## src/rtl/assert_macros.svh

```systemverilog
// ----------------------------------------------------------------------------
// assert_macros.svh
// Shared assertion macros for the frame stream monitor.
// ----------------------------------------------------------------------------
`ifndef ASSERT_MACROS_SVH
`define ASSERT_MACROS_SVH

// Same-cycle implication, held off while reset is asserted
`define RFSM_ASSERT_NOW(label, clk, rstn, ante, cons) \
    label: assert property (@(posedge clk) disable iff (!(rstn)) (ante) |-> (cons)) \
        else $error("rfsm: assertion failed");

// Next-cycle implication, held off while reset is asserted
`define RFSM_ASSERT_NEXT(label, clk, rstn, ante, cons) \
    label: assert property (@(posedge clk) disable iff (!(rstn)) (ante) |=> (cons)) \
        else $error("rfsm: assertion failed");

`endif

```

## src/rtl/rfsm_pkg.sv

```systemverilog
// ----------------------------------------------------------------------------
// rfsm_pkg
// Types, codes and helpers shared by the frame stream monitor modules.
// ----------------------------------------------------------------------------
package rfsm_pkg;

    // Field widths
    localparam int unsigned PAGE_W      = 12;
    localparam int unsigned PSN_W       = 20;
    localparam int unsigned FNUM_W      = 16;
    localparam int unsigned DROP_W      = 15;
    localparam int unsigned RING_W      = 13;
    localparam int unsigned CFG_IDX_W   = 2;

    // Nanoseconds per second
    localparam logic [29:0] NS_PER_S    = 30'd1000000000;

    // Configuration register indexes and reset values
    localparam logic [CFG_IDX_W-1:0] REG_EXP_LEN    = 2'd0;
    localparam logic [CFG_IDX_W-1:0] REG_RING_PAGES = 2'd1;
    localparam logic [31:0]          RST_EXP_LEN    = 32'd4096;
    localparam logic [RING_W-1:0]    RST_RING_PAGES = 13'd64;

    // Event queue geometry
    localparam int unsigned QUEUE_DEPTH = 2;
    localparam int unsigned QUEUE_PTR_W = 1;
    localparam int unsigned QUEUE_CNT_W = 2;

    // Input command codes
    typedef enum logic [1:0] {
        CMD_FRAME = 2'd0,
        CMD_ERROR = 2'd1,
        CMD_OTHER = 2'd2,
        CMD_CLEAR = 2'd3
    } cmd_t;

    // Classified event kinds passed from front to back
    typedef enum logic [1:0] {
        EV_FRAME,
        EV_ERROR,
        EV_OTHER,
        EV_CLEAR
    } ev_kind_t;

    typedef enum logic [1:0] {
        F_IDLE,
        F_MUL,
        F_ADD,
        F_PUSH
    } front_state_t;

    typedef enum logic [1:0] {
        B_IDLE,
        B_SQ,
        B_ACC,
        B_OUT
    } back_state_t;

    // One classified event
    typedef struct packed {
        ev_kind_t            kind;
        logic [63:0]         nbytes;
        logic                size_bad;
        logic                psn_bad;
        logic [DROP_W-1:0]   drop;
        logic                dt_valid;
        logic [63:0]         dt;
    } ev_t;

    // Snapshot of all statistics
    typedef struct packed {
        logic [63:0] frame_count;
        logic [63:0] byte_count;
        logic [63:0] dropped_count;
        logic [63:0] psn_mismatch_count;
        logic [63:0] size_error_count;
        logic [63:0] error_count;
        logic [63:0] other_opcode_count;
        logic [63:0] gap_count;
        logic [63:0] gap_min;
        logic [63:0] gap_max;
        logic [63:0] gap_sum;
        logic [63:0] gap_square_sum;
    } stats_t;

    localparam stats_t STATS_CLEAR = '{
        frame_count:        64'd0,
        byte_count:         64'd0,
        dropped_count:      64'd0,
        psn_mismatch_count: 64'd0,
        size_error_count:   64'd0,
        error_count:        64'd0,
        other_opcode_count: 64'd0,
        gap_count:          64'd0,
        gap_min:            {64{1'b1}},
        gap_max:            64'd0,
        gap_sum:            64'd0,
        gap_square_sum:     64'd0
    };

    // Add, pinning at all ones on carry out
    function automatic logic [63:0] sat_add(input logic [63:0] a, input logic [63:0] b);
        logic [64:0] s;
        s = {1'b0, a} + {1'b0, b};
        return s[64] ? {64{1'b1}} : s[63:0];
    endfunction

endpackage

```

## src/rtl/rfsm_queue.sv

```systemverilog
// ----------------------------------------------------------------------------
// rfsm_queue
// Short event queue between the front and back ends.
// ----------------------------------------------------------------------------
`include "assert_macros.svh"

module rfsm_queue (
    input  logic           aclk,
    input  logic           aresetn,
    input  logic           push,
    input  rfsm_pkg::ev_t  push_ev,
    output logic           full,
    input  logic           pop,
    output rfsm_pkg::ev_t  pop_ev,
    output logic           empty
);

    rfsm_pkg::ev_t                       slot_reg [rfsm_pkg::QUEUE_DEPTH];
    logic [rfsm_pkg::QUEUE_PTR_W-1:0]    wr_ptr_reg;
    logic [rfsm_pkg::QUEUE_PTR_W-1:0]    rd_ptr_reg;
    logic [rfsm_pkg::QUEUE_CNT_W-1:0]    count_reg;

    assign full   = count_reg == rfsm_pkg::QUEUE_CNT_W'(rfsm_pkg::QUEUE_DEPTH);
    assign empty  = count_reg == '0;
    assign pop_ev = slot_reg[rd_ptr_reg];

    // Advance pointers and occupancy
    always_ff @(posedge aclk) begin
        if (!aresetn) begin
            wr_ptr_reg <= '0;
            rd_ptr_reg <= '0;
            count_reg  <= '0;
        end else begin
            if (push) begin
                wr_ptr_reg <= wr_ptr_reg + rfsm_pkg::QUEUE_PTR_W'(1);
            end
            if (pop) begin
                rd_ptr_reg <= rd_ptr_reg + rfsm_pkg::QUEUE_PTR_W'(1);
            end
            if (push && !pop) begin
                count_reg <= count_reg + rfsm_pkg::QUEUE_CNT_W'(1);
            end else if (pop && !push) begin
                count_reg <= count_reg - rfsm_pkg::QUEUE_CNT_W'(1);
            end
        end
    end

    // Store the pushed event
    always_ff @(posedge aclk) begin
        if (push) begin
            slot_reg[wr_ptr_reg] <= push_ev;
        end
    end

    `RFSM_ASSERT_NOW(a_queue_no_overflow, aclk, aresetn, push, !full)
    `RFSM_ASSERT_NOW(a_queue_no_underflow, aclk, aresetn, pop, !empty)

endmodule

```

## config.mk

```make
export PLATFORM = sky130hd
export DESIGN_NAME = rfsm_queue
export DESIGN_NICKNAME = d
export VERILOG_FILES = /design/src/rtl/rfsm_pkg.sv /design/src/rtl/rfsm_queue.sv
export VERILOG_INCLUDE_DIRS = /design/src /design/src/rtl
export SDC_FILE = /design/constraint.sdc
export NUM_CORES = 1
export LEC_CHECK = 0
export BUFFER_PORTS_ARGS = -buffer_cell sky130_fd_sc_hd__buf_4
export CORE_MARGIN = 2
export CORE_UTILIZATION = 56
export CTS_CLUSTER_DIAMETER = 30
export DETAILED_ROUTE_END_ITERATION = 10
export PLACE_DENSITY = 0.95
export SLEW_MARGIN = 20
export SYNTH_ARGS = -nofsm -noshare
export SYNTH_HDL_FRONTEND = slang
export SYNTH_SLANG_ARGS = --single-unit
```

## constraint.sdc

```tcl
create_clock -name aclk -period 16.8 [get_ports aclk]
set_input_delay 2.52 -clock aclk [delete_from_list [all_inputs] [get_ports aclk]]
set_output_delay 2.52 -clock aclk [all_outputs]
set_load 0.005 [all_outputs]
```

# [After elaboration in Yosys (flattened, before gate mapping)]
# Memory sizes are Yosys's and may differ from the RTL's. A register that Yosys moved wholly into a read port is not among the register bits.
# Cells that the tools add are included.
[word_totals] regBits=4 latchBits=0 mem_bits_rw=296 rom_bits=0 inputBits=152 output_inout_bits=150 wordCells=21 mem_count=1
[mem_list] memory="slot_reg" words=2 width=148 read_ports=1 rd_clocked_by_memory_dff=1 wr=1 line="rfsm_queue.sv:18" rtl="rfsm_pkg::ev_t slot_reg [rfsm_pkg::QUEUE_DEPTH];"
[classes] addsub=4 multipliers=0 div_mod_pow=0 order_cmp=0 eq_ne=1 shifts=0 muxes=6 bitwise_logic=0 reduce_logical=6
[op_table] op="1-bit two-way mux" n=4
[op_table] op="2-bit two-way mux" n=2
[op_table] op="1-bit adder, second input constant" n=2
[op_table] op="2-bit by 1-bit adder with 2-bit output, second input constant" n=1
[op_table] op="2-bit == test, second input constant" n=1
[op_table] op="1-bit logical AND" n=2
[op_table] op="1-bit zero test" n=2
[op_table] op="2-bit zero test" n=1
[op_table] op="2-bit nonzero test" n=1
[op_table] op="2-bit by 1-bit subtractor with 2-bit output, second input constant" n=1

# [Logic depth before layout (Yosys ltp)]
[logic_depth] word_depth=4 depth_mapped=5 depth_no_buf=5

# [Least setup slack after synthesis]
# OpenSTA, ideal clock, no wires.
[synth_path] path_type="input port to flip-flop" from="input port push" to="memory slot_reg[0][0] (netlist name), enable pin" setup_time_ns=0.675 arrival_ns=8.953 required_time_ns=16.125 path_slack_ns=7.172 cell_stages=1 n_path_buf=0 path_cell_list="nor2b_1"
[synth_between] elab_chain_len=2
[synth_lines] element="start: declaration" line="rfsm_queue.sv:10" rtl="input logic push,"
[synth_lines] element="1-bit two-way mux" line="rfsm_queue.sv:50" rtl="if (push) begin"
[synth_lines] element="1-bit two-way mux (implied by the code)" line="rfsm_queue.sv:51" rtl="slot_reg[wr_ptr_reg] <= push_ev;"
[synth_lines] element="end: declaration" line="rfsm_queue.sv:18"
# Every way passes these cells.

==> results.md <==
- Status: finished clean
- Hold-fix buffers, CTS: 0
- Die width: 144 um
- Slowest stage cell, crit path: dfxtp_4
- GPL Wtd Cong: 0.710
- Worst-Margin Slew: 0.933 ns
- Hold worst-path end: count_reg[1]$_SDFFE_PN0P_
- Worst VDD drop: 0.000108 V
- Reg2Reg Depth: 3
- Final Util: 77.7%
- Post-detail-place hpwl: 13600 um
- Hold slack: 0.544 ns
- Largest family of logic cells by synthesized area: multiplexers
- Critical-path cell list: buf_4 -> buf_16 -> mux2_2 -> buf_4
- Max Clock Freq: 182 MHz
- CP arrival: 2.96 ns
- Vias: 5770
- Buffers on Ports: 301
- Area of the multi-input gates: 0.00179 sq mm
- Setup slack, reg-to-reg: 14.36 ns
- Crit. End Element: output port
- Crit-path leading delay family: buffers and inverters
- Final Hold Viols: 0
- Worst min-delay path class: flop to flop
- Buffers and inverters on the worst path: 3
- Setup TNS: 0 ns
- Clock Pin Slew Worst Setup and Hold Paths: 0.05 ns
- Filler cells: 997
- RSZ-0062 raised after global routing: false
- Vias in the first global route: 6062
- Placed cell areas: 0.0134 sq mm
- Xor/xnor cell area share of the yosys netlist: 0.240%
- CTS tree: yes
- P&R area growth vs syn: 37.4%
- Synth Area in Simple Gates: 0.492%
- First-pass GRT wire length: 32600 um
- Slew margin rel.: 37.8%
- Sequential area share after synthesis: 82.2%
- Crit path top cell by count: buf_4
- Die ar.: 0.0207 sq mm
- Max Buffers Root-to-Sink: 3
- Row cnt: 51
- Hold_sp: count_reg[1]$_SDFFE_PN0P_
- Die Span Y: 144 um
- Worst r2r dst: slot_reg[1][32]$_DFFE_PP_
- Worst Path Class, Setup: flop to output port
- Inserted Clock Buffers: 50
- Initial antenna violation count: 0
- All-layer global routing usage: 21.2%
- Grt total ovfl: 0
- Count of cell types in the netlist: 17
- Pre-Repair DR Iteration Count: 4
- # nets final: 978
- Maxcap violations: 0
- DR WL/cell: 20.4 um
- FF-to-FF Start: wr_ptr_reg$_SDFFE_PN0P_
- CTS Sinks: 301
- Slew Viols, Final: 0
- # DRC: 0
- Synth Area in Compound Gates: 0.183%
- CTS root buf: clkbuf_16
- Pwr/cell area: 133 mW/mm^2
- Fin crit share: 32.6%
- Post-Syn Instances: 482
- Largest net degree at the start of global routing: 84
- Most frequent cells in the layout: buf_4 (305), edfxtp_1 (296), mux2_2 (148)
- Io pins: 302
- Yosys warns: 0
- Dpl ws: 11.67 ns
- 1st-iter DRT viols: 342
- H-tree depth: 2
- Register Area: 0.00899 sq mm
- Required @ worst endpoint: 14.28 ns
- Cell Area, Synth: 0.0109 sq mm
- Worst Hold Depth: 2
- Area of the core: 0.0193 sq mm
- Setup-failing EPs final: 0
- Final Cell Area: 0.0150 sq mm
- Avg Cell Area, Syn: 22.7 sq um
- Ant diodes: 0
- Final worst path period need: 5.48 ns
- Adder-Cell Fraction of Synth Area: 0.114%
- Final Skew: 0.00783 ns
- Share of post-route cells with drive strength above 1: 61.8%
- Setup ws final: 11.32 ns
- DR vias/cell: 5.12
- Max reg flops: 296
- Post_cts resized: 0
- Worst-Skew Late Latency: 0.52 ns
- Synthesized flop and latch total: 301
- Multiplexer share of the synthesized area: 15.2%
- Antenna violation net count after detailed routing: 0
- Worst-path maximum fanout: 68
- CP peak stage delay: 0.91 ns
- Setup Fix Bufs, Post-CTS: 0
- Startpoint Class: flop
- Synth Net Count: 635
- Routed WL: 23000 um
- Commonest non-fill, non-tap cell in the layout: buf_4
- Leakage power: 5.69 nW
- Initial Utilization: 56.5%
how the worst max path moves through the flow:
stage                               endpoint  slack (ns)  cells past startpoint
floorplan           slot_reg[0][0]$_DFFE_PP_        7.17                      1
global placement                  pop_ev[45]       11.66                      3
detailed placement                 pop_ev[6]       11.67                      3
CTS                              pop_ev[142]       11.13                      3
global route                     pop_ev[142]       11.20                      4
finish                           pop_ev[147]       11.32                      4
where the power goes:
part / total, W / internal (W) / switching, W
clock: 0.000925 / 0.000591 / 0.000334
combinational: 0.000178 / 0.000106 / 0.0000721
sequential: 0.000888 / 0.000871 / 0.0000167
metrics by stage:
step           total power (W)  instances
6_report               0.00199       1128
5_1_grt                0.00205       1128
4_1_cts                0.00201       1126
3_5_place_dp           0.00108       1036
3_3_place_gp           0.00107       1036
2_1_floorplan         0.000980        482
final cells by class:
type / instances / area share (%)
Multi-Input combinational cell: 164 / 11.9
Clock buffer: 54 / 8.43
Inverter: 1 / 0.0250
Sequential cell: 301 / 59.9
Tap cell: 265 / 2.21
Clock inverter: 36 / 1.97
Timing Repair Buffer: 307 / 15.6
cells by family after synthesis:
| kind of cell | Yosys count |
|---|---|
| fa+ha+maj | 1 |
| simple gates | 9 |
| flops | 301 |
| mux | 148 |
| xor+xnor | 3 |
| buf+inv | 17 |
| compound gates | 3 |
layer usage:
metal  share of wire (%)  GRT usage [%]  wire length, um
met1                  35           24.0             8140
met2                  55           38.7            12600
met3                 7.8           5.90             1800
met4                 1.9           6.97              431
met5                   0              0                0
tightest hold or removal path, stage by stage, from the launching register on:
cell and delay (ns):
dfxtp_1 0.34, o21ai_0 0.09, a21boi_1 0.06
cell usage after synthesis:
library cell / count / area (sq um)
or3_1: 1 / 6.26
mux2_2: 148 / 1670
a21boi_1: 1 / 7.51
nor2_1: 1 / 3.75
dfxtp_1: 5 / 100
and2_1: 4 / 25.0
xnor2_1: 1 / 8.76
buf_2: 2 / 10.0
ha_1: 1 / 12.5
buf_4: 2 / 15.0
o21a_1: 1 / 7.51
o21ai_0: 1 / 5.00
nor2b_1: 3 / 18.8
inv_1: 1 / 3.75
xor2_1: 2 / 17.5
edfxtp_1: 296 / 8890
buf_6: 12 / 135
Note: power is estimated with default switching activity, not from simulation.
