--- config.mk ---
export PLATFORM = sky130hd
export DESIGN_NAME = rfsm_front
export DESIGN_NICKNAME = d
export VERILOG_FILES = /design/src/rtl/rfsm_pkg.sv /design/src/rtl/rfsm_front.sv
export VERILOG_INCLUDE_DIRS = /design/src /design/src/rtl
export SDC_FILE = /design/constraint.sdc
export NUM_CORES = 2
export LEC_CHECK = 0
export BUFFER_PORTS_ARGS = -buffer_cell sky130_fd_sc_hd__buf_2
export CAP_MARGIN = 20
export CELL_PAD_IN_SITES_DETAIL_PLACEMENT = 1
export CELL_PAD_IN_SITES_GLOBAL_PLACEMENT = 1
export CORE_MARGIN = 4
export CORE_UTILIZATION = 40
export DETAILED_ROUTE_END_ITERATION = 12
export PLACE_DENSITY = 0.81
export SETUP_SLACK_MARGIN = 0.4
export SYNTH_ARGS = -nofsm -noshare
export SYNTH_HDL_FRONTEND = slang
export SYNTH_SLANG_ARGS = --single-unit
export TNS_END_PERCENT = 5
--- constraint.sdc ---
create_clock -name aclk -period 11.3 [get_ports aclk]
set_clock_uncertainty 0.1 [all_clocks]
set_input_delay 2.26 -clock aclk [delete_from_list [all_inputs] [get_ports aclk]]
set_output_delay 2.26 -clock aclk [all_outputs]
set_load 0.02 [all_outputs]
--- src/rtl/assert_macros.svh ---
// ----------------------------------------------------------------------------
// assert_macros.svh
// Shared assertion macros for the frame stream monitor.
// ----------------------------------------------------------------------------
`ifndef ASSERT_MACROS_SVH
`define ASSERT_MACROS_SVH

// Same-cycle implication, held off while reset is asserted
`define RFSM_ASSERT_NOW(label, clk, rstn, ante, cons) \
    label: assert property (@(posedge clk) disable iff (!(rstn)) (ante) |-> (cons)) \
        else $error("rfsm: assertion failed");

// Next-cycle implication, held off while reset is asserted
`define RFSM_ASSERT_NEXT(label, clk, rstn, ante, cons) \
    label: assert property (@(posedge clk) disable iff (!(rstn)) (ante) |=> (cons)) \
        else $error("rfsm: assertion failed");

`endif

--- src/rtl/rfsm_pkg.sv ---
// ----------------------------------------------------------------------------
// rfsm_pkg
// Types, codes and helpers shared by the frame stream monitor modules.
// ----------------------------------------------------------------------------
package rfsm_pkg;

    // Field widths
    localparam int unsigned PAGE_W      = 12;
    localparam int unsigned PSN_W       = 20;
    localparam int unsigned FNUM_W      = 16;
    localparam int unsigned DROP_W      = 15;
    localparam int unsigned RING_W      = 13;
    localparam int unsigned CFG_IDX_W   = 2;

    // Nanoseconds per second
    localparam logic [29:0] NS_PER_S    = 30'd1000000000;

    // Configuration register indexes and reset values
    localparam logic [CFG_IDX_W-1:0] REG_EXP_LEN    = 2'd0;
    localparam logic [CFG_IDX_W-1:0] REG_RING_PAGES = 2'd1;
    localparam logic [31:0]          RST_EXP_LEN    = 32'd4096;
    localparam logic [RING_W-1:0]    RST_RING_PAGES = 13'd64;

    // Event queue geometry
    localparam int unsigned QUEUE_DEPTH = 2;
    localparam int unsigned QUEUE_PTR_W = 1;
    localparam int unsigned QUEUE_CNT_W = 2;

    // Input command codes
    typedef enum logic [1:0] {
        CMD_FRAME = 2'd0,
        CMD_ERROR = 2'd1,
        CMD_OTHER = 2'd2,
        CMD_CLEAR = 2'd3
    } cmd_t;

    // Classified event kinds passed from front to back
    typedef enum logic [1:0] {
        EV_FRAME,
        EV_ERROR,
        EV_OTHER,
        EV_CLEAR
    } ev_kind_t;

    typedef enum logic [1:0] {
        F_IDLE,
        F_MUL,
        F_ADD,
        F_PUSH
    } front_state_t;

    typedef enum logic [1:0] {
        B_IDLE,
        B_SQ,
        B_ACC,
        B_OUT
    } back_state_t;

    // One classified event
    typedef struct packed {
        ev_kind_t            kind;
        logic [63:0]         nbytes;
        logic                size_bad;
        logic                psn_bad;
        logic [DROP_W-1:0]   drop;
        logic                dt_valid;
        logic [63:0]         dt;
    } ev_t;

    // Snapshot of all statistics
    typedef struct packed {
        logic [63:0] frame_count;
        logic [63:0] byte_count;
        logic [63:0] dropped_count;
        logic [63:0] psn_mismatch_count;
        logic [63:0] size_error_count;
        logic [63:0] error_count;
        logic [63:0] other_opcode_count;
        logic [63:0] gap_count;
        logic [63:0] gap_min;
        logic [63:0] gap_max;
        logic [63:0] gap_sum;
        logic [63:0] gap_square_sum;
    } stats_t;

    localparam stats_t STATS_CLEAR = '{
        frame_count:        64'd0,
        byte_count:         64'd0,
        dropped_count:      64'd0,
        psn_mismatch_count: 64'd0,
        size_error_count:   64'd0,
        error_count:        64'd0,
        other_opcode_count: 64'd0,
        gap_count:          64'd0,
        gap_min:            {64{1'b1}},
        gap_max:            64'd0,
        gap_sum:            64'd0,
        gap_square_sum:     64'd0
    };

    // Add, pinning at all ones on carry out
    function automatic logic [63:0] sat_add(input logic [63:0] a, input logic [63:0] b);
        logic [64:0] s;
        s = {1'b0, a} + {1'b0, b};
        return s[64] ? {64{1'b1}} : s[63:0];
    endfunction

endpackage

--- src/rtl/rfsm_front.sv ---
// ----------------------------------------------------------------------------
// rfsm_front
// Accepts one completion beat, builds the ns timestamp and classifies it
// into an event for the back end. Owns the last frame number and time.
// ----------------------------------------------------------------------------
`include "assert_macros.svh"

module rfsm_front (
    input  logic                          aclk,
    input  logic                          aresetn,
    // Input channel
    input  logic                          s_valid,
    output logic                          s_ready,
    input  logic [1:0]                    s_cmd,
    input  logic [31:0]                   s_immediate,
    input  logic [31:0]                   s_meta_psn,
    input  logic [63:0]                   s_byte_len,
    input  logic [15:0]                   s_frame_seq,
    input  logic [31:0]                   s_ts_seconds,
    input  logic [29:0]                   s_ts_nanos,
    // Configuration
    input  logic [31:0]                   expected_len,
    input  logic [rfsm_pkg::RING_W-1:0]   ring_pages,
    // Event queue
    output logic                          push,
    output rfsm_pkg::ev_t                 push_ev,
    input  logic                          queue_full
);

    rfsm_pkg::front_state_t state_reg, state_next;

    // Held beat
    logic [1:0]                    cmd_reg;
    logic [31:0]                   imm_reg;
    logic [31:0]                   psn_reg;
    logic [63:0]                   nbytes_reg;
    logic [rfsm_pkg::FNUM_W-1:0]   fnum_reg;
    logic [31:0]                   sec_reg;
    logic [29:0]                   nanos_reg;

    // Timestamp pipeline
    logic [61:0]                   prod_reg;
    logic [63:0]                   ts_reg;

    // Last-value trackers
    logic                          last_num_valid_reg;
    logic [rfsm_pkg::FNUM_W-1:0]   last_num_reg;
    logic                          last_time_valid_reg;
    logic [63:0]                   last_time_reg;

    logic                          accept;
    logic                          page_bad;
    logic [rfsm_pkg::FNUM_W-1:0]   gap;
    logic [64:0]                   diff;
    logic                          good_frame;

    assign accept = s_valid && s_ready;

    // Sequence one beat: accept, multiply, add, classify
    always_comb begin
        state_next = state_reg;
        s_ready    = 1'b0;
        push       = 1'b0;
        unique case (state_reg)
            rfsm_pkg::F_IDLE: begin
                s_ready = 1'b1;
                if (s_valid) begin
                    state_next = rfsm_pkg::F_MUL;
                end
            end
            rfsm_pkg::F_MUL: begin
                state_next = rfsm_pkg::F_ADD;
            end
            rfsm_pkg::F_ADD: begin
                state_next = rfsm_pkg::F_PUSH;
            end
            rfsm_pkg::F_PUSH: begin
                if (!queue_full) begin
                    push       = 1'b1;
                    state_next = rfsm_pkg::F_IDLE;
                end
            end
            default: begin
                state_next = rfsm_pkg::F_IDLE;
            end
        endcase
    end

    // Classify the held beat
    always_comb begin
        page_bad   = {1'b0, imm_reg[rfsm_pkg::PAGE_W-1:0]} >= ring_pages;
        gap        = fnum_reg - last_num_reg - rfsm_pkg::FNUM_W'(1);
        diff       = {1'b0, ts_reg} - {1'b0, last_time_reg};
        good_frame = (cmd_reg == rfsm_pkg::CMD_FRAME) && !page_bad;

        push_ev.nbytes   = nbytes_reg;
        push_ev.size_bad = nbytes_reg != {32'd0, expected_len};
        push_ev.psn_bad  = psn_reg[rfsm_pkg::PSN_W-1:0] !=
                           imm_reg[31:rfsm_pkg::PAGE_W];
        // Only a gap from one up to 32767 (below half the number space) counts as drops
        push_ev.drop     = (last_num_valid_reg && !gap[rfsm_pkg::FNUM_W-1])
                           ? gap[rfsm_pkg::DROP_W-1:0] : '0;
        push_ev.dt_valid = last_time_valid_reg && !diff[64] && (diff[63:0] != 64'd0);
        push_ev.dt       = diff[63:0];

        case (cmd_reg)
            rfsm_pkg::CMD_FRAME: push_ev.kind = page_bad ? rfsm_pkg::EV_ERROR
                                                         : rfsm_pkg::EV_FRAME;
            rfsm_pkg::CMD_ERROR: push_ev.kind = rfsm_pkg::EV_ERROR;
            rfsm_pkg::CMD_OTHER: push_ev.kind = rfsm_pkg::EV_OTHER;
            default:             push_ev.kind = rfsm_pkg::EV_CLEAR;
        endcase
    end

    // Control state and trackers
    always_ff @(posedge aclk) begin
        if (!aresetn) begin
            state_reg           <= rfsm_pkg::F_IDLE;
            last_num_valid_reg  <= 1'b0;
            last_num_reg        <= '0;
            last_time_valid_reg <= 1'b0;
            last_time_reg       <= 64'd0;
        end else begin
            state_reg <= state_next;
            if (push) begin
                if (cmd_reg == rfsm_pkg::CMD_CLEAR) begin
                    last_num_valid_reg  <= 1'b0;
                    last_num_reg        <= '0;
                    last_time_valid_reg <= 1'b0;
                    last_time_reg       <= 64'd0;
                end else if (good_frame) begin
                    last_num_valid_reg  <= 1'b1;
                    last_num_reg        <= fnum_reg;
                    last_time_valid_reg <= 1'b1;
                    last_time_reg       <= ts_reg;
                end
            end
        end
    end

    // Payload: hold the beat and build the timestamp
    always_ff @(posedge aclk) begin
        if (accept) begin
            cmd_reg    <= s_cmd;
            imm_reg    <= s_immediate;
            psn_reg    <= s_meta_psn;
            nbytes_reg <= s_byte_len;
            fnum_reg   <= s_frame_seq;
            sec_reg    <= s_ts_seconds;
            nanos_reg  <= s_ts_nanos;
        end
        if (state_reg == rfsm_pkg::F_MUL) begin
            prod_reg <= {30'd0, sec_reg} * {32'd0, rfsm_pkg::NS_PER_S};
        end
        if (state_reg == rfsm_pkg::F_ADD) begin
            ts_reg <= {2'b00, prod_reg} + {34'd0, nanos_reg};
        end
    end

    `RFSM_ASSERT_NEXT(a_front_one_beat, aclk, aresetn, accept, !s_ready)
    `RFSM_ASSERT_NOW(a_front_push_room, aclk, aresetn, push, !queue_full && !s_ready)

endmodule

=== Yosys cells after proc, flatten, opt, wreduce, memory -nomap -nowiden ===
Cells that the tools add are included.

* Bits in registers: 396
* Input port bits: 257

* Add/subtract/negate cells: 4
* $mul: 1
* Magnitude comparators: 1
* Equal/unequal tests: 10
* Multiplexer cells: 15
* Reduce and logical (&&, ||, !) cells: 14

{| class="wikitable"
|+ Operators with widths
! operator !! count
|-
| 64-bit two-way mux || 2
|-
| 64-bit by 64-bit subtractor with 65-bit output || 1
|-
| 64-bit by 32-bit inequality test with 1-bit output || 1
|-
| 64-bit nonzero test || 1
|-
| 62-bit by 30-bit adder with 63-bit output || 1
|-
| 32-bit by 21-bit multiplier with 53-bit output (second input constant) || 1
|-
| 16-bit two-way mux || 2
|-
| 20-bit inequality test || 1
|-
| 16-bit by 1-bit subtractor with 16-bit output (second input constant) || 1
|-
| 16-bit subtractor || 1
|-
| 15-bit two-way mux || 1
|-
| 12-bit by 13-bit greater-or-equal comparator with 1-bit output || 1
|-
| 2-bit == test (second input constant) || 4
|-
| 2-bit case mux with 4 select lines || 1
|-
| 1-bit two-way mux || 6
|-
| 2-bit case mux with 3 select lines || 1
|-
| 1-bit logical AND || 5
|-
| 2-bit by 1-bit == test with 1-bit output (second input constant) || 2
|-
| 2-bit logical NOT || 2
|-
| 2-bit two-way mux || 2
|-
| 2-bit inequality test (second input constant) || 2
|-
| 2-bit AND reduction || 2
|-
| 1-bit logical NOT || 3
|-
| 2-bit nonzero test || 1
|}

=== Logic depth before layout (Yosys ltp) ===
* Depth after elaboration: 5
* Gate-level depth with buffers: 26
* Mapped depth without buffers: 25

=== Worst setup path after synthesis ===
Ideal clock, no wire load.

* Path kind: in2reg
* From: input s_valid
* To: register cmd_reg[0], enable pin
* Library setup time: 0.579 ns
* Data arrival time: 6.682 ns
* Required time: 10.621 ns
* Slack: 3.939 ns
* Stages: 1
* Cells stage by stage: and2_1

* Cells in the longest elaborated chain, start to end: 1

{| class="wikitable"
|+ Ends and longest elaborated chain
! item !! RTL line !! text
|-
| from (decl) || rfsm_front.sv:12 || <nowiki>input logic s_valid,</nowiki>
|-
| 1-bit logical AND || rfsm_front.sv:57 || <nowiki>assign accept = s_valid && s_ready;</nowiki>
|-
| to (signal assigned) || rfsm_front.sv:144 || <nowiki>cmd_reg <= s_cmd;</nowiki>
|-
| to (decl) || rfsm_front.sv:33 || <nowiki>logic [1:0] cmd_reg;</nowiki>
|}

No other way between the ends.
A chain may end at the register's enable or synchronous reset.

=== Final worst setup path ===
* From: register sec_reg[0]
* To: register prod_reg[60] (data pin)

* Cells in the longest elaborated chain, start to end: 1

{| class="wikitable"
|+ Ends and longest elaborated chain
! item !! RTL line !! text
|-
| from (decl) || rfsm_front.sv:38 || <nowiki>logic [31:0] sec_reg;</nowiki>
|-
| from (signal assigned) || rfsm_front.sv:149 || <nowiki>sec_reg <= s_ts_seconds;</nowiki>
|-
| 32-bit by 21-bit multiplier with 53-bit output || rfsm_front.sv:153 || <nowiki>prod_reg <= {30'd0, sec_reg} * {32'd0, rfsm_pkg::NS_PER_S};</nowiki>
|-
| to (signal assigned) || rfsm_front.sv:153 ||
|-
| to (decl) || rfsm_front.sv:42 || <nowiki>logic [61:0] prod_reg;</nowiki>
|}

No other way between the ends.

==> run summary <==
- completed — run status
- 0.00374 — share of synthesized area spent on multiplexers
- 0.283 — post-synth top area share
- 2 — number of levels in the clock H-tree
- 0 — total of warnings raised by yosys
- 4547 — non-filler cells in the finished layout
- sec_reg[0]$_DFFE_PP_ — first element of the critical path
- 3390 ps — DP Worst Slack
- fa_1, inv_1, fa_1, fa_1, fa_1, fa_1, inv_1, fa_1, inv_1, fa_1, inv_1, ha_1, a21oi_1, o21bai_1, a21oi_1, a2bb2oi_1, a21oi_1, a21oi_1, o21ai_0, a31o_2, a211oi_1, o21ai_0, xor2_1 — list of cells traversed by the critical path
- 0.0814 — post-synthesis simple-gate area fraction
- 105 — std cell rows
- 3380 ps — worst-case setup margin in the final layout
- 0.0366 — met3 capacity usage during global routing
- 0 — Resize count post-CTS
- 0.122 — complex-gate fraction of the synthesized area
- 8180 ps — Arr. time, crit path
- 3994 — Mapped Nets
- sky130_fd_sc_hd__edfxtp_1 — Top FF cell, synth
- 0 — Post-synth ARST share
- met2 — GRT busiest layer
- 3042 — number of standard cells after synthesis
- 0.0536 — post-synthesis share of cell area spent on xor and xnor gates
- 0.268 — met1 Track Usage GR
- 296 um — height of the chip
- 146000 um — wire length of the first global-routing pass
- 0 — count of pins over their slew limit
- adder cells — combinational family with the most area after synthesis
- 47 — number of buffers created by CTS
- 21.0 um — Avg WL per Cell
- 0.0379 mm2 — final instance area
- sky130_fd_sc_hd__edfxtp_1 — cell with the largest stage delay on the worst path
- 0.332 — Seq/Total Area, Yosys
- 5 — iteration count of the initial detailed-routing pass
- 5.29 — detail-routed via count per cell
- false — RSZ-0062 raised after global routing
- 394 — count of buffers inserted at the top-level ports
- 26012 — vias in the first global route
- 3 — maximum number of buffers from clock root to sink
- 0 — total gr overflow
- 14.3% — area added between synthesis and finish
- 0.334 — adder-cell share of the synthesized area
- done — clock tree from TritonCTS
- 0 ps — Post-Route Setup TNS
- 10.9 um2 — average cell area after synthesis
- 4382 — final-stage net count
- 11560 ps — required time of the worst setup path
- sky130_fd_sc_hd__clkbuf_16 — Clock Root Buffer
- 145 — largest net degree at the start of global routing
- 394 — clock sinks
- 296 um — Die Span X
- 94 — post-synthesis cell type count
- 0.0363 mm2 — placed cell areas
- sky130_fd_sc_hd__edfxtp_1 28%, sky130_fd_sc_hd__fa_1 19%, sky130_fd_sc_hd__ha_1 14% — synth top area cells
- 60 ps — Clk pin slew, worst setup/hold paths
- 0 — number of setup buffers added after CTS
- 0.404 — Starting Density
- 660 ps — largest stage delay on the critical path
- 0 — count of maximum capacitance violations
- 0.915 — placer's final routability congestion estimate
- 394 — synthesis-stage register bit count
- 0 — number of hold-repair buffers added at the cts stage
- 95300 um — Post-Route WL
- 4451 — total placed cells including tap cells
- 0.126 GHz — Achievable Freq
- 0.0876 mm2 — die footprint
- 0 — final number of setup-violating endpoints
- flip-flop — Critical Path End Type
- 0.701 — share of the clock period used by the worst path after layout
- 9 — number of antenna violations at the first check in global routing
- 312 — number of flops mapped to enable cells by yosys
- sky130_fd_sc_hd__fa_1 — Top cell by count, worst path
- flip-flop — crit start category
- sky130_fd_sc_hd__edfxtp_1 — Yosys top cell by area
- 407 — total I/O pin count
- reg -> reg — path class of the lowest-slack min-delay path
- 0 — number of nets with antenna violations after detailed routing
- 9 — worst-path maximum fanout
- 0.264 — Slew HR
- 0.0821 mm2 — area of the core
- 0 — number of design rule violations left after detail routing
- 0.213 — GRT Util Overall
- 1193 — number of DRC violations after detailed-routing iteration 0
- 0.154 — share of final-layout standard cells stronger than drive strength 1
- 1100 ps — worst-margin pin slew
- 79200 um — DP Wirelength
- 0 — Final Hold Fails
- 7920 ps — fin crit period
- 610 ps — Clk Latency, worst-skew pair
- nanos_reg[6]$_DFFE_PP_ — Hold Path Origin
- sec_reg[0]$_DFFE_PP_ — start of the worst register-to-register path
- 64 — max reg flops
- 24041 — DR vias
- reg -> reg — worst setup path category
- 0.378 — met2 global-route usage
- 0.0332 mm2 — netlist area before placement
-- synth_stat cells, types with 66 or more instances --
master,number
sky130_fd_sc_hd__ha_1,380
sky130_fd_sc_hd__xor2_1,70
sky130_fd_sc_hd__nand2_1,105
sky130_fd_sc_hd__nor2_1,107
sky130_fd_sc_hd__xnor2_1,133
sky130_fd_sc_hd__dfxtp_1,82
sky130_fd_sc_hd__a21o_1,66
sky130_fd_sc_hd__fa_1,315
sky130_fd_sc_hd__o21ai_0,91
sky130_fd_sc_hd__inv_1,571
sky130_fd_sc_hd__a21oi_1,162
sky130_fd_sc_hd__edfxtp_1,312
sky130_fd_sc_hd__a22o_1,79
-- cells in the final DEF (no fill, tap or decap), types with 8 or more instances in the layout --
master	instances
sky130_fd_sc_hd__ha_1	378
sky130_fd_sc_hd__dfxtp_1	82
sky130_fd_sc_hd__or3_1	14
sky130_fd_sc_hd__clkbuf_16	47
sky130_fd_sc_hd__o21ai_0	91
sky130_fd_sc_hd__nor4_1	24
sky130_fd_sc_hd__or2_2	9
sky130_fd_sc_hd__o21a_1	25
sky130_fd_sc_hd__xor2_1	70
sky130_fd_sc_hd__nand4_1	44
sky130_fd_sc_hd__diode_2	8
sky130_fd_sc_hd__and4_1	8
sky130_fd_sc_hd__mux2i_1	9
sky130_fd_sc_hd__o211ai_1	9
sky130_fd_sc_hd__a211o_1	13
sky130_fd_sc_hd__fa_1	315
sky130_fd_sc_hd__o21bai_1	19
sky130_fd_sc_hd__o31ai_1	10
sky130_fd_sc_hd__a21oi_1	162
sky130_fd_sc_hd__edfxtp_1	312
sky130_fd_sc_hd__nand2b_1	11
sky130_fd_sc_hd__a22o_1	79
sky130_fd_sc_hd__buf_2	394
sky130_fd_sc_hd__nand2_1	105
sky130_fd_sc_hd__and2_1	15
sky130_fd_sc_hd__inv_1	571
sky130_fd_sc_hd__and3_1	25
sky130_fd_sc_hd__nand3_1	46
sky130_fd_sc_hd__a211oi_1	24
sky130_fd_sc_hd__nor2_1	107
sky130_fd_sc_hd__nor2b_1	19
sky130_fd_sc_hd__a21o_1	66
sky130_fd_sc_hd__a31oi_1	16
sky130_fd_sc_hd__clkinv_2	8
sky130_fd_sc_hd__nor3_1	42
sky130_fd_sc_hd__xnor2_1	133
-- cell families after synthesis --
kind of cell | Yosys count
adders and majority gates | 695
AOI/OAI and AO/OA | 594
buffers and inverters | 632
DFF | 394
xor gates and xnor gates | 203
and+or+nand+nor | 512
muxes | 12
-- metal layers --
layer / routed length (um) / share of wire
met5: 24 / 0.00025
met4: 2680 / 0.028
met2: 47900 / 0.50
met1: 39600 / 0.42
met3: 5190 / 0.054
-- final cells by class --
cell class / instances / area (um2)
clock inverter: 30 / 330
multi-input combinational: 2016 / 19800
tap: 1070 / 1340
sequential: 394 / 11000
timing repair buffer: 400 / 2030
inverter: 571 / 2140
clock buffer: 58 / 1280
antenna: 8 / 20.0
fill: 9026 / 44200
-- per-stage QoR --
stage          hold WS [ps]   util
4_1_cts                 322  0.461
5_1_grt                 328  0.461
3_3_place_gp            305  0.442
2_1_floorplan           300      -
3_5_place_dp            311  0.442
6_report                320  0.462
-- worst max-delay path: cells and delay by family (launching register included) --
family / cells / cell delay [ps]
buffers and inverters: 4 / 260
xor gates and xnor gates: 1 / 160
AOI/OAI and AO/OA: 10 / 2580
adders and majority gates: 8 / 3900
DFF: 1 / 660
-- path summary, 6_finish.rpt --
kind / slack, ps / to / cells after the start
setup reg to reg: 3380 / prod_reg[60]$_DFFE_PN_ / 23
setup / recovery: 3380 / prod_reg[60]$_DFFE_PN_ / 23
hold / removal: 320 / ts_reg[6]$_DFFE_PP_ / 0
hold reg to reg: 320 / ts_reg[6]$_DFFE_PP_ / 0
Power is left out: the tool's default activity adds up to more than one toggle a clock period on the data nets, which glitch-free logic cannot reach.
