### src/rtl/assert_macros.svh
// ----------------------------------------------------------------------------
// assert_macros.svh
// Shared assertion macros for the frame stream monitor.
// ----------------------------------------------------------------------------
`ifndef ASSERT_MACROS_SVH
`define ASSERT_MACROS_SVH

// Same-cycle implication, held off while reset is asserted
`define RFSM_ASSERT_NOW(label, clk, rstn, ante, cons) \
    label: assert property (@(posedge clk) disable iff (!(rstn)) (ante) |-> (cons)) \
        else $error("rfsm: assertion failed");

// Next-cycle implication, held off while reset is asserted
`define RFSM_ASSERT_NEXT(label, clk, rstn, ante, cons) \
    label: assert property (@(posedge clk) disable iff (!(rstn)) (ante) |=> (cons)) \
        else $error("rfsm: assertion failed");

`endif

### src/rtl/rfsm_pkg.sv
// ----------------------------------------------------------------------------
// rfsm_pkg
// Types, codes and helpers shared by the frame stream monitor modules.
// ----------------------------------------------------------------------------
package rfsm_pkg;

    // Field widths
    localparam int unsigned PAGE_W      = 12;
    localparam int unsigned PSN_W       = 20;
    localparam int unsigned FNUM_W      = 16;
    localparam int unsigned DROP_W      = 15;
    localparam int unsigned RING_W      = 13;
    localparam int unsigned CFG_IDX_W   = 2;

    // Nanoseconds per second
    localparam logic [29:0] NS_PER_S    = 30'd1000000000;

    // Configuration register indexes and reset values
    localparam logic [CFG_IDX_W-1:0] REG_EXP_LEN    = 2'd0;
    localparam logic [CFG_IDX_W-1:0] REG_RING_PAGES = 2'd1;
    localparam logic [31:0]          RST_EXP_LEN    = 32'd4096;
    localparam logic [RING_W-1:0]    RST_RING_PAGES = 13'd64;

    // Event queue geometry
    localparam int unsigned QUEUE_DEPTH = 2;
    localparam int unsigned QUEUE_PTR_W = 1;
    localparam int unsigned QUEUE_CNT_W = 2;

    // Input command codes
    typedef enum logic [1:0] {
        CMD_FRAME = 2'd0,
        CMD_ERROR = 2'd1,
        CMD_OTHER = 2'd2,
        CMD_CLEAR = 2'd3
    } cmd_t;

    // Classified event kinds passed from front to back
    typedef enum logic [1:0] {
        EV_FRAME,
        EV_ERROR,
        EV_OTHER,
        EV_CLEAR
    } ev_kind_t;

    typedef enum logic [1:0] {
        F_IDLE,
        F_MUL,
        F_ADD,
        F_PUSH
    } front_state_t;

    typedef enum logic [1:0] {
        B_IDLE,
        B_SQ,
        B_ACC,
        B_OUT
    } back_state_t;

    // One classified event
    typedef struct packed {
        ev_kind_t            kind;
        logic [63:0]         nbytes;
        logic                size_bad;
        logic                psn_bad;
        logic [DROP_W-1:0]   drop;
        logic                dt_valid;
        logic [63:0]         dt;
    } ev_t;

    // Snapshot of all statistics
    typedef struct packed {
        logic [63:0] frame_count;
        logic [63:0] byte_count;
        logic [63:0] dropped_count;
        logic [63:0] psn_mismatch_count;
        logic [63:0] size_error_count;
        logic [63:0] error_count;
        logic [63:0] other_opcode_count;
        logic [63:0] gap_count;
        logic [63:0] gap_min;
        logic [63:0] gap_max;
        logic [63:0] gap_sum;
        logic [63:0] gap_square_sum;
    } stats_t;

    localparam stats_t STATS_CLEAR = '{
        frame_count:        64'd0,
        byte_count:         64'd0,
        dropped_count:      64'd0,
        psn_mismatch_count: 64'd0,
        size_error_count:   64'd0,
        error_count:        64'd0,
        other_opcode_count: 64'd0,
        gap_count:          64'd0,
        gap_min:            {64{1'b1}},
        gap_max:            64'd0,
        gap_sum:            64'd0,
        gap_square_sum:     64'd0
    };

    // Add, pinning at all ones on carry out
    function automatic logic [63:0] sat_add(input logic [63:0] a, input logic [63:0] b);
        logic [64:0] s;
        s = {1'b0, a} + {1'b0, b};
        return s[64] ? {64{1'b1}} : s[63:0];
    endfunction

endpackage

### src/rtl/rfsm_back.sv
// ----------------------------------------------------------------------------
// rfsm_back
// Applies classified events to the statistics and publishes a snapshot
// of them through the output register.
// ----------------------------------------------------------------------------
`include "assert_macros.svh"

module rfsm_back (
    input  logic             aclk,
    input  logic             aresetn,
    // Event queue
    output logic             pop,
    input  rfsm_pkg::ev_t    pop_ev,
    input  logic             queue_empty,
    // Result channel
    output logic             m_valid,
    input  logic             m_ready,
    output rfsm_pkg::stats_t m_stats
);

    rfsm_pkg::back_state_t state_reg, state_next;
    rfsm_pkg::ev_t         ev_reg;
    logic [63:0]           sq_reg;
    rfsm_pkg::stats_t      stats_reg, stats_next;
    rfsm_pkg::stats_t      out_reg;
    logic                  m_valid_reg, m_valid_next;
    logic                  out_free;
    logic                  load_out;

    assign out_free = !m_valid_reg || m_ready;
    assign m_valid  = m_valid_reg;
    assign m_stats  = out_reg;

    // Sequence one event: pop, square, accumulate, publish
    always_comb begin
        state_next = state_reg;
        pop        = 1'b0;
        load_out   = 1'b0;
        unique case (state_reg)
            rfsm_pkg::B_IDLE: begin
                if (!queue_empty) begin
                    pop        = 1'b1;
                    state_next = rfsm_pkg::B_SQ;
                end
            end
            rfsm_pkg::B_SQ: begin
                state_next = rfsm_pkg::B_ACC;
            end
            rfsm_pkg::B_ACC: begin
                state_next = rfsm_pkg::B_OUT;
            end
            rfsm_pkg::B_OUT: begin
                if (out_free) begin
                    load_out   = 1'b1;
                    state_next = rfsm_pkg::B_IDLE;
                end
            end
            default: begin
                state_next = rfsm_pkg::B_IDLE;
            end
        endcase
        m_valid_next = load_out || (m_valid_reg && !m_ready);
    end

    // Update the statistics for the held event
    always_comb begin
        stats_next = stats_reg;
        case (ev_reg.kind)
            rfsm_pkg::EV_FRAME: begin
                stats_next.frame_count        = stats_reg.frame_count + 64'd1;
                stats_next.byte_count         = stats_reg.byte_count + ev_reg.nbytes;
                stats_next.size_error_count   = stats_reg.size_error_count
                                                + {63'd0, ev_reg.size_bad};
                stats_next.psn_mismatch_count = stats_reg.psn_mismatch_count
                                                + {63'd0, ev_reg.psn_bad};
                stats_next.dropped_count      = stats_reg.dropped_count
                                                + {49'd0, ev_reg.drop};
                if (ev_reg.dt_valid) begin
                    stats_next.gap_count      = stats_reg.gap_count + 64'd1;
                    stats_next.gap_sum        = rfsm_pkg::sat_add(stats_reg.gap_sum, ev_reg.dt);
                    stats_next.gap_square_sum = rfsm_pkg::sat_add(stats_reg.gap_square_sum,
                                                                  sq_reg);
                    if (ev_reg.dt < stats_reg.gap_min) begin
                        stats_next.gap_min = ev_reg.dt;
                    end
                    if (ev_reg.dt > stats_reg.gap_max) begin
                        stats_next.gap_max = ev_reg.dt;
                    end
                end
            end
            rfsm_pkg::EV_ERROR: begin
                stats_next.error_count = stats_reg.error_count + 64'd1;
            end
            rfsm_pkg::EV_OTHER: begin
                stats_next.other_opcode_count = stats_reg.other_opcode_count + 64'd1;
            end
            default: begin
                stats_next = rfsm_pkg::STATS_CLEAR;
            end
        endcase
    end

    // Control state and statistics
    always_ff @(posedge aclk) begin
        if (!aresetn) begin
            state_reg   <= rfsm_pkg::B_IDLE;
            m_valid_reg <= 1'b0;
            stats_reg   <= rfsm_pkg::STATS_CLEAR;
        end else begin
            state_reg   <= state_next;
            m_valid_reg <= m_valid_next;
            if (state_reg == rfsm_pkg::B_ACC) begin
                stats_reg <= stats_next;
            end
        end
    end

    // Payload: event, square and output snapshot
    always_ff @(posedge aclk) begin
        if (pop) begin
            ev_reg <= pop_ev;
        end
        if (state_reg == rfsm_pkg::B_SQ) begin
            // Square pins at all ones once the interval leaves 32 bits
            sq_reg <= (ev_reg.dt[63:32] != 32'd0) ? {64{1'b1}}
                      : ({32'd0, ev_reg.dt[31:0]} * {32'd0, ev_reg.dt[31:0]});
        end
        if (load_out) begin
            out_reg <= stats_reg;
        end
    end

    `RFSM_ASSERT_NEXT(a_back_publish, aclk, aresetn, load_out, m_valid_reg)
    `RFSM_ASSERT_NOW(a_back_min_max, aclk, aresetn, stats_reg.gap_count != 64'd0,
                     stats_reg.gap_min <= stats_reg.gap_max)

endmodule

### config.mk
export PLATFORM = sky130hd
export DESIGN_NAME = rfsm_back
export DESIGN_NICKNAME = d
export VERILOG_FILES = /design/src/rtl/rfsm_pkg.sv /design/src/rtl/rfsm_back.sv
export VERILOG_INCLUDE_DIRS = /design/src /design/src/rtl
export SDC_FILE = /design/constraint.sdc
export NUM_CORES = 2
export LEC_CHECK = 0
export ABC_AREA = 1
export BUFFER_PORTS_ARGS = -buffer_cell sky130_fd_sc_hd__buf_4
export CORE_ASPECT_RATIO = 0.75
export CORE_MARGIN = 2
export CORE_UTILIZATION = 56
export DETAILED_ROUTE_END_ITERATION = 7
export PLACE_DENSITY = 0.8
export SYNTH_ARGS = -nofsm -noshare
export SYNTH_HDL_FRONTEND = slang
export SYNTH_SLANG_ARGS = --single-unit
export TNS_END_PERCENT = 1
### constraint.sdc
create_clock -name aclk -period 55.6 [get_ports aclk]
set_input_delay 13.9 -clock aclk [delete_from_list [all_inputs] [get_ports aclk]]
set_output_delay 13.9 -clock aclk [all_outputs]
set_load 0.1 [all_outputs]
Word level (Yosys, flattened, before mapping)
Cells that the tools add are included.
{"block": "classes", "add_sub_neg": 10, "muxes": 16, "eq_ne": 10, "mul": 1, "n_bitwise": 3, "magnitude_cmp": 2, "reduce_logical": 18}
{"cell": "$pmux W320 S2", "n": 2}
{"cell": "$mux W320", "n": 1}
{"cell": "$add A64 B1 Y64 const B", "n": 4}
{"cell": "$mux W64", "n": 4}
{"cell": "$pmux W64 S2", "n": 2}
{"cell": "$add A64 B64 Y65", "n": 2}
{"cell": "$add A64 B1 Y64", "n": 2}
{"cell": "$add A64 B15 Y64", "n": 1}
{"cell": "$add A64 B64 Y64", "n": 1}
{"cell": "$gt A64 B64 Y1", "n": 1}
{"cell": "$lt A64 B64 Y1", "n": 1}
{"cell": "$mul A32 B32 Y64", "n": 1}
{"cell": "$reduce_bool A32 Y1", "n": 1}
{"cell": "$ne A2 B2 Y1 const B", "n": 5}
{"cell": "$pmux W2 S4", "n": 1}
{"cell": "$reduce_and A2 Y1", "n": 4}
{"cell": "$reduce_and A4 Y1", "n": 2}
{"cell": "$eq A2 B2 Y1 const B", "n": 3}
{"cell": "$reduce_or A2 Y1", "n": 3}
{"cell": "$eq A2 B1 Y1 const B", "n": 2}
{"cell": "$logic_not A2 Y1", "n": 2}
{"cell": "$mux W1", "n": 4}
{"cell": "$mux W2", "n": 2}
{"cell": "$not A1 Y1", "n": 3}
{"cell": "4 further kinds", "n": 6}
{"block": "totals", "elab_cells": 94, "out_inout_bits": 770, "ff_bits": 1751}

Longest topological paths before layout
{"block": "depth", "ltp_word": 5, "ltp_mapped": 33, "mapped_depth_nobuf": 30}

Worst setup path after synthesis
Ideal clock, no wire load.
{"block": "synth_path", "path_kind": "input port to flip-flop", "startpoint": "input port m_ready", "endpoint": "register out_reg (netlist bit m_stats[0]), enable pin", "n_path_buf": 0, "arrival_time_ns": 50.444, "path_slack_ns": 2.999, "setup_time_ns": 2.157, "cell_stages": 2, "path_cell_list": "inv_1 a21oi_1"}
{"block": "synth_between", "elab_chain_cells": 3}
{"element": "start, declared", "line": "rfsm_back.sv:17", "text": "input logic m_ready,"}
{"element": "$logic_or A1 B1 Y1", "line": "rfsm_back.sv:30", "text": "assign out_free = !m_valid_reg || m_ready;"}
{"element": "$mux W1", "line": "rfsm_back.sv:53", "text": "if (out_free) begin"}
{"element": "$mux W1", "line": "rfsm_back.sv:39", "text": "unique case (state_reg)"}
{"element": "via load_out", "line": "rfsm_back.sv:28", "text": "logic load_out;"}
{"element": "end signal, assigned", "line": "rfsm_back.sv:129", "text": "out_reg <= stats_reg;"}
{"element": "end, declared", "line": "rfsm_back.sv:25", "text": "rfsm_pkg::stats_t out_reg;"}
The timed path passes the listed nets, and every way through them passes these cells.
A chain may end at the register's enable or synchronous reset.

Final worst setup path
{"block": "layout_path", "startpoint": "input port queue_empty", "endpoint": "output port pop"}
{"block": "layout_between", "elab_chain_cells": 2}
{"element": "start, declared", "line": "rfsm_back.sv:14", "text": "input logic queue_empty,"}
{"element": "$mux W1", "line": "rfsm_back.sv:41", "text": "if (!queue_empty) begin"}
{"element": "$mux W1", "line": "rfsm_back.sv:39"}
{"element": "end, declared", "line": "rfsm_back.sv:12", "text": "output logic pop,"}
Every way passes these cells.

==> metrics.txt <==
# TYPE chip_impl_metric gauge
chip_impl_metric{name="path_clk_slew",unit="ns"} 0.07
chip_impl_metric{name="fmax",unit="GHz"} 0.0348
chip_impl_metric{name="pin_count_of_the_biggest_net_entering_global_routing",unit=""} 155
chip_impl_info{name="layout.cells.most_common_list",value="sky130_fd_sc_hd__nand2_1 (3769), sky130_fd_sc_hd__inv_1 (3061), sky130_fd_sc_hd__nor2_1 (1033)"} 1
chip_impl_metric{name="floorplan.die.width",unit="um"} 537
chip_impl_info{name="globalRoute.busiestLayer",value="met1"} 1
chip_impl_metric{name="regArea",unit="um^2"} 44900
chip_impl_metric{name="yosys_warn_count",unit=""} 0
chip_impl_info{name="cts_tree",value="done"} 1
chip_impl_metric{name="count_of_flip_flops_with_a_built_in_enable_after_synthesis",unit=""} 980
chip_impl_metric{name="fin_crit",unit="ns"} 28.72
chip_impl_metric{name="final_slew_violations",unit=""} 0
chip_impl_info{name="clock_tree.root_cell",value="sky130_fd_sc_hd__clkbuf_16"} 1
chip_impl_metric{name="tightestPinTransition",unit="ns"} 1.19
chip_impl_metric{name="htreeDepth",unit=""} 4
chip_impl_metric{name="die_height",unit="um"} 404
chip_impl_metric{name="min_period_over_period",unit=""} 0.517
chip_impl_info{name="rsz0062_at_grt",value="no"} 1
chip_impl_metric{name="timing.critical_path.arrival",unit="ns"} 14.82
chip_impl_metric{name="share_of_post_route_cells_with_drive_strength_above_1",unit=""} 0.0960
chip_impl_metric{name="detail_route.wl_per_cell",unit="um"} 21.6
chip_impl_metric{name="clock_sink_count",unit=""} 1751
chip_impl_metric{name="floorplan.io_pins",unit=""} 922
chip_impl_metric{name="ant_nets",unit=""} 0
chip_impl_info{name="post_synth_main_area_contributors",value="sky130_fd_sc_hd__edfxtp_1 (25%), sky130_fd_sc_hd__fa_1 (13%), sky130_fd_sc_hd__dfxtp_1 (13%)"} 1
chip_impl_info{name="final_common_cell",value="sky130_fd_sc_hd__nand2_1"} 1
chip_impl_metric{name="grt_pass1_wl",unit="mm"} 600
chip_impl_metric{name="max-clock-path-buffers",unit=""} 4
chip_impl_metric{name="drt-total-wl",unit="mm"} 403
chip_impl_metric{name="dr.pass1.iters",unit=""} 7
chip_impl_info{name="cp_common_cell",value="sky130_fd_sc_hd__buf_4"} 1
chip_impl_metric{name="dp.final_hpwl",unit="mm"} 314
chip_impl_metric{name="gr-total-overflow",unit=""} 0
chip_impl_metric{name="yosys_register_bits",unit=""} 1751
chip_impl_metric{name="numCtsBuffers",unit=""} 178
chip_impl_metric{name="gr-usage-met3",unit=""} 0.0843
chip_impl_metric{name="port_buffers",unit=""} 921
chip_impl_metric{name="drt_iter0_markers",unit=""} 13383
chip_impl_metric{name="synth.avg_cell_area",unit="um^2"} 8.02
chip_impl_metric{name="drcViolationCount",unit=""} 0
chip_impl_info{name="worstHoldStart",value="stats_reg[331]"} 1
chip_impl_metric{name="via_per_inst",unit=""} 5.62
chip_impl_metric{name="netlist_instances",unit=""} 14888
chip_impl_info{name="worstReg2RegStart",value="ev_reg[16]"} 1
chip_impl_metric{name="area_delta_synth_final",unit="%"} 13.2
chip_impl_metric{name="grt_util_met1",unit=""} 0.535
chip_impl_info{name="worstSetupEndpointType",value="output pin"} 1
chip_impl_metric{name="max_slew_margin",unit=""} 0.197
chip_impl_metric{name="synth_cell_types",unit=""} 69
chip_impl_metric{name="post-cts-setup-buffer-count",unit=""} 0
chip_impl_metric{name="dp_worst_setup_slack",unit="ns"} 26.87
chip_impl_metric{name="area_of_the_mapped_netlist",unit="um^2"} 119000
chip_impl_metric{name="clk_latency",unit="ns"} 0.85
chip_impl_metric{name="rows",unit=""} 146
chip_impl_metric{name="gr_usage_total",unit=""} 0.364
chip_impl_metric{name="cts_repair_resize_count",unit=""} 0
chip_impl_metric{name="maxCapViolations",unit=""} 0
chip_impl_metric{name="grtUsageMet2",unit=""} 0.521
chip_impl_metric{name="timing.clock.skew",unit="ns"} 0.0843
chip_impl_metric{name="ys_async_sr_fraction",unit=""} 0
chip_impl_metric{name="initial_antenna_violation_count",unit=""} 14
chip_impl_metric{name="core_area",unit="um^2"} 212000
chip_impl_metric{name="setup_viol",unit=""} 0
chip_impl_info{name="worstSetupStartpoint",value="queue_empty"} 1
chip_impl_metric{name="tns",unit="ns"} 0
chip_impl_metric{name="gpl_wtd_cong",unit=""} 1.06
chip_impl_metric{name="grt_pass1_vias",unit=""} 97481
chip_impl_metric{name="layout_setup_ws",unit="ns"} 26.88
chip_impl_info{name="path_cells",value="buf_4 -> nor2_4 -> buf_4 -> buf_4"} 1
chip_impl_info{name="synth_area_leader_cell",value="sky130_fd_sc_hd__edfxtp_1"} 1
chip_impl_info{name="worstHoldPathType",value="flop to flop"} 1
chip_impl_metric{name="number_of_buffers_inserted_for_hold_repair_after_clock_tree_synthesis",unit=""} 0
chip_impl_metric{name="max_stage_delay",unit="ns"} 0.37
chip_impl_metric{name="crit_fanout",unit=""} 22
chip_impl_metric{name="finalHoldViolations",unit=""} 0
chip_impl_metric{name="design.die.area",unit="um^2"} 217000
chip_impl_info{name="run_status",value="complete, no violations"} 1
chip_impl_metric{name="fillers",unit=""} 18089
chip_impl_metric{name="yosys_top_cell_area_share",unit=""} 0.247
chip_impl_metric{name="required",unit="ns"} 41.70
chip_impl_metric{name="synth_sequential_area_ratio",unit=""} 0.376
chip_impl_metric{name="effective_utilization_at_floorplan",unit=""} 0.564
chip_impl_info{name="critical_path_class",value="input pin to output pin"} 1
chip_impl_metric{name="postSynthNetCount",unit=""} 16479
chip_impl_info{name="crit_slowest_cell",value="sky130_fd_sc_hd__buf_4"} 1
chip_impl_info{name="ys.flop_type",value="sky130_fd_sc_hd__edfxtp_1"} 1
chip_impl_info{name="critical_path.startpoint_type",value="input pin"} 1
chip_impl_metric{name="via_count_of_the_routed_design",unit=""} 105030
chip_impl_metric{name="total_area_of_multi_input_combinational_cells",unit="um^2"} 61600
chip_impl_metric{name="nNetsFinal",unit=""} 17303
==> through the flow <==
step / hold slack (ns) / utilization / instances / area [um^2]
CTS: 0.426 / 0.638 / 18667 / 135000
finish: 0.423 / 0.638 / 18676 / 135000
global route: 0.439 / 0.638 / 18669 / 135000
detailed placement: 0.419 / 0.610 / 18344 / 129000
global placement: 0.416 / 0.610 / 18344 / 129000
floorplan: 0.408 / - / 14888 / 119000
==> path summary, 6_finish.rpt <==
| kind | to | slack (ns) | cells past startpoint |
|---|---|---|---|
| worst max-delay path | pop | 26.88 | 4 |
| worst min-delay path | m_stats[331] | 0.42 | 0 |
| worst max register to register | sq_reg[29] | 47.23 | 21 |
| worst min register to register | m_stats[331] | 0.42 | 0 |
==> synth_stat cells (7+ instances only) <==
cell	instances
sky130_fd_sc_hd__nand2_2	17
sky130_fd_sc_hd__a211oi_1	17
sky130_fd_sc_hd__a31o_2	12
sky130_fd_sc_hd__a31oi_1	21
sky130_fd_sc_hd__o21ai_0	428
sky130_fd_sc_hd__a21oi_1	937
sky130_fd_sc_hd__edfxtp_1	980
sky130_fd_sc_hd__dfxtp_1	771
sky130_fd_sc_hd__nand3_1	829
sky130_fd_sc_hd__a21boi_0	9
sky130_fd_sc_hd__buf_2	58
sky130_fd_sc_hd__nand2_1	3774
sky130_fd_sc_hd__xnor2_1	24
sky130_fd_sc_hd__or2_2	103
sky130_fd_sc_hd__a21o_1	23
sky130_fd_sc_hd__inv_1	3065
sky130_fd_sc_hd__xor2_1	102
sky130_fd_sc_hd__nor4_1	78
sky130_fd_sc_hd__nor3b_1	14
sky130_fd_sc_hd__o21a_1	45
sky130_fd_sc_hd__fa_1	796
sky130_fd_sc_hd__nor3_1	277
sky130_fd_sc_hd__clkbuf_1	267
sky130_fd_sc_hd__nor3_2	8
sky130_fd_sc_hd__nor2_1	1037
sky130_fd_sc_hd__nand3b_1	17
sky130_fd_sc_hd__ha_1	643
sky130_fd_sc_hd__nor2_4	13
sky130_fd_sc_hd__and2_1	7
sky130_fd_sc_hd__and3_1	18
sky130_fd_sc_hd__buf_1	26
sky130_fd_sc_hd__nand4_1	328
sky130_fd_sc_hd__a221oi_1	9
sky130_fd_sc_hd__o21bai_1	43
sky130_fd_sc_hd__nor2_2	24
==> routing by layer <==
| metal | part of all wire | up-vias |
|---|---|---|
| met5 | 0.00013 | - |
| met4 | 0.044 | 8 |
| met3 | 0.12 | 732 |
| met2 | 0.41 | 6020 |
| met1 | 0.42 | 49447 |
| li1 | - | 48823 |
==> logic make-up (layout without fill, tap and decap cells) <==
| group | count (synthesis) | count (layout) | share of synthesized area |
|---|---|---|---|
| AND/OR/NAND/NOR | 6570 | 6570 | 0.234 |
| flip-flops | 1751 | 1751 | 0.376 |
| buffers and inverters | 3429 | 4396 | 0.109 |
| other | 0 | 9 | 0 |
| adder cells (fa/ha/maj) | 1439 | 1439 | 0.201 |
| AO/OA/AOI/OAI | 1573 | 1573 | 0.0707 |
| XOR/XNOR | 126 | 126 | 0.00925 |
==> worst max-delay path: cells and delay by family <==
family	cells	cell delay (ns)
buffers and inverters	3	0.79
and+or+nand+nor	1	0.08
==> final cells by class <==
type	instances	area share
multi-input combinational	9708	0.456
tap	2812	0.0261
clock buffer	217	0.0359
clock inverter	106	0.00837
inverter	3073	0.0855
timing repair buffer	1000	0.0557
antenna	9	0.000167
sequential	1751	0.332
Power is not shown: default switching activity piles up to over one toggle a cycle in this logic, so the estimate is an artifact.
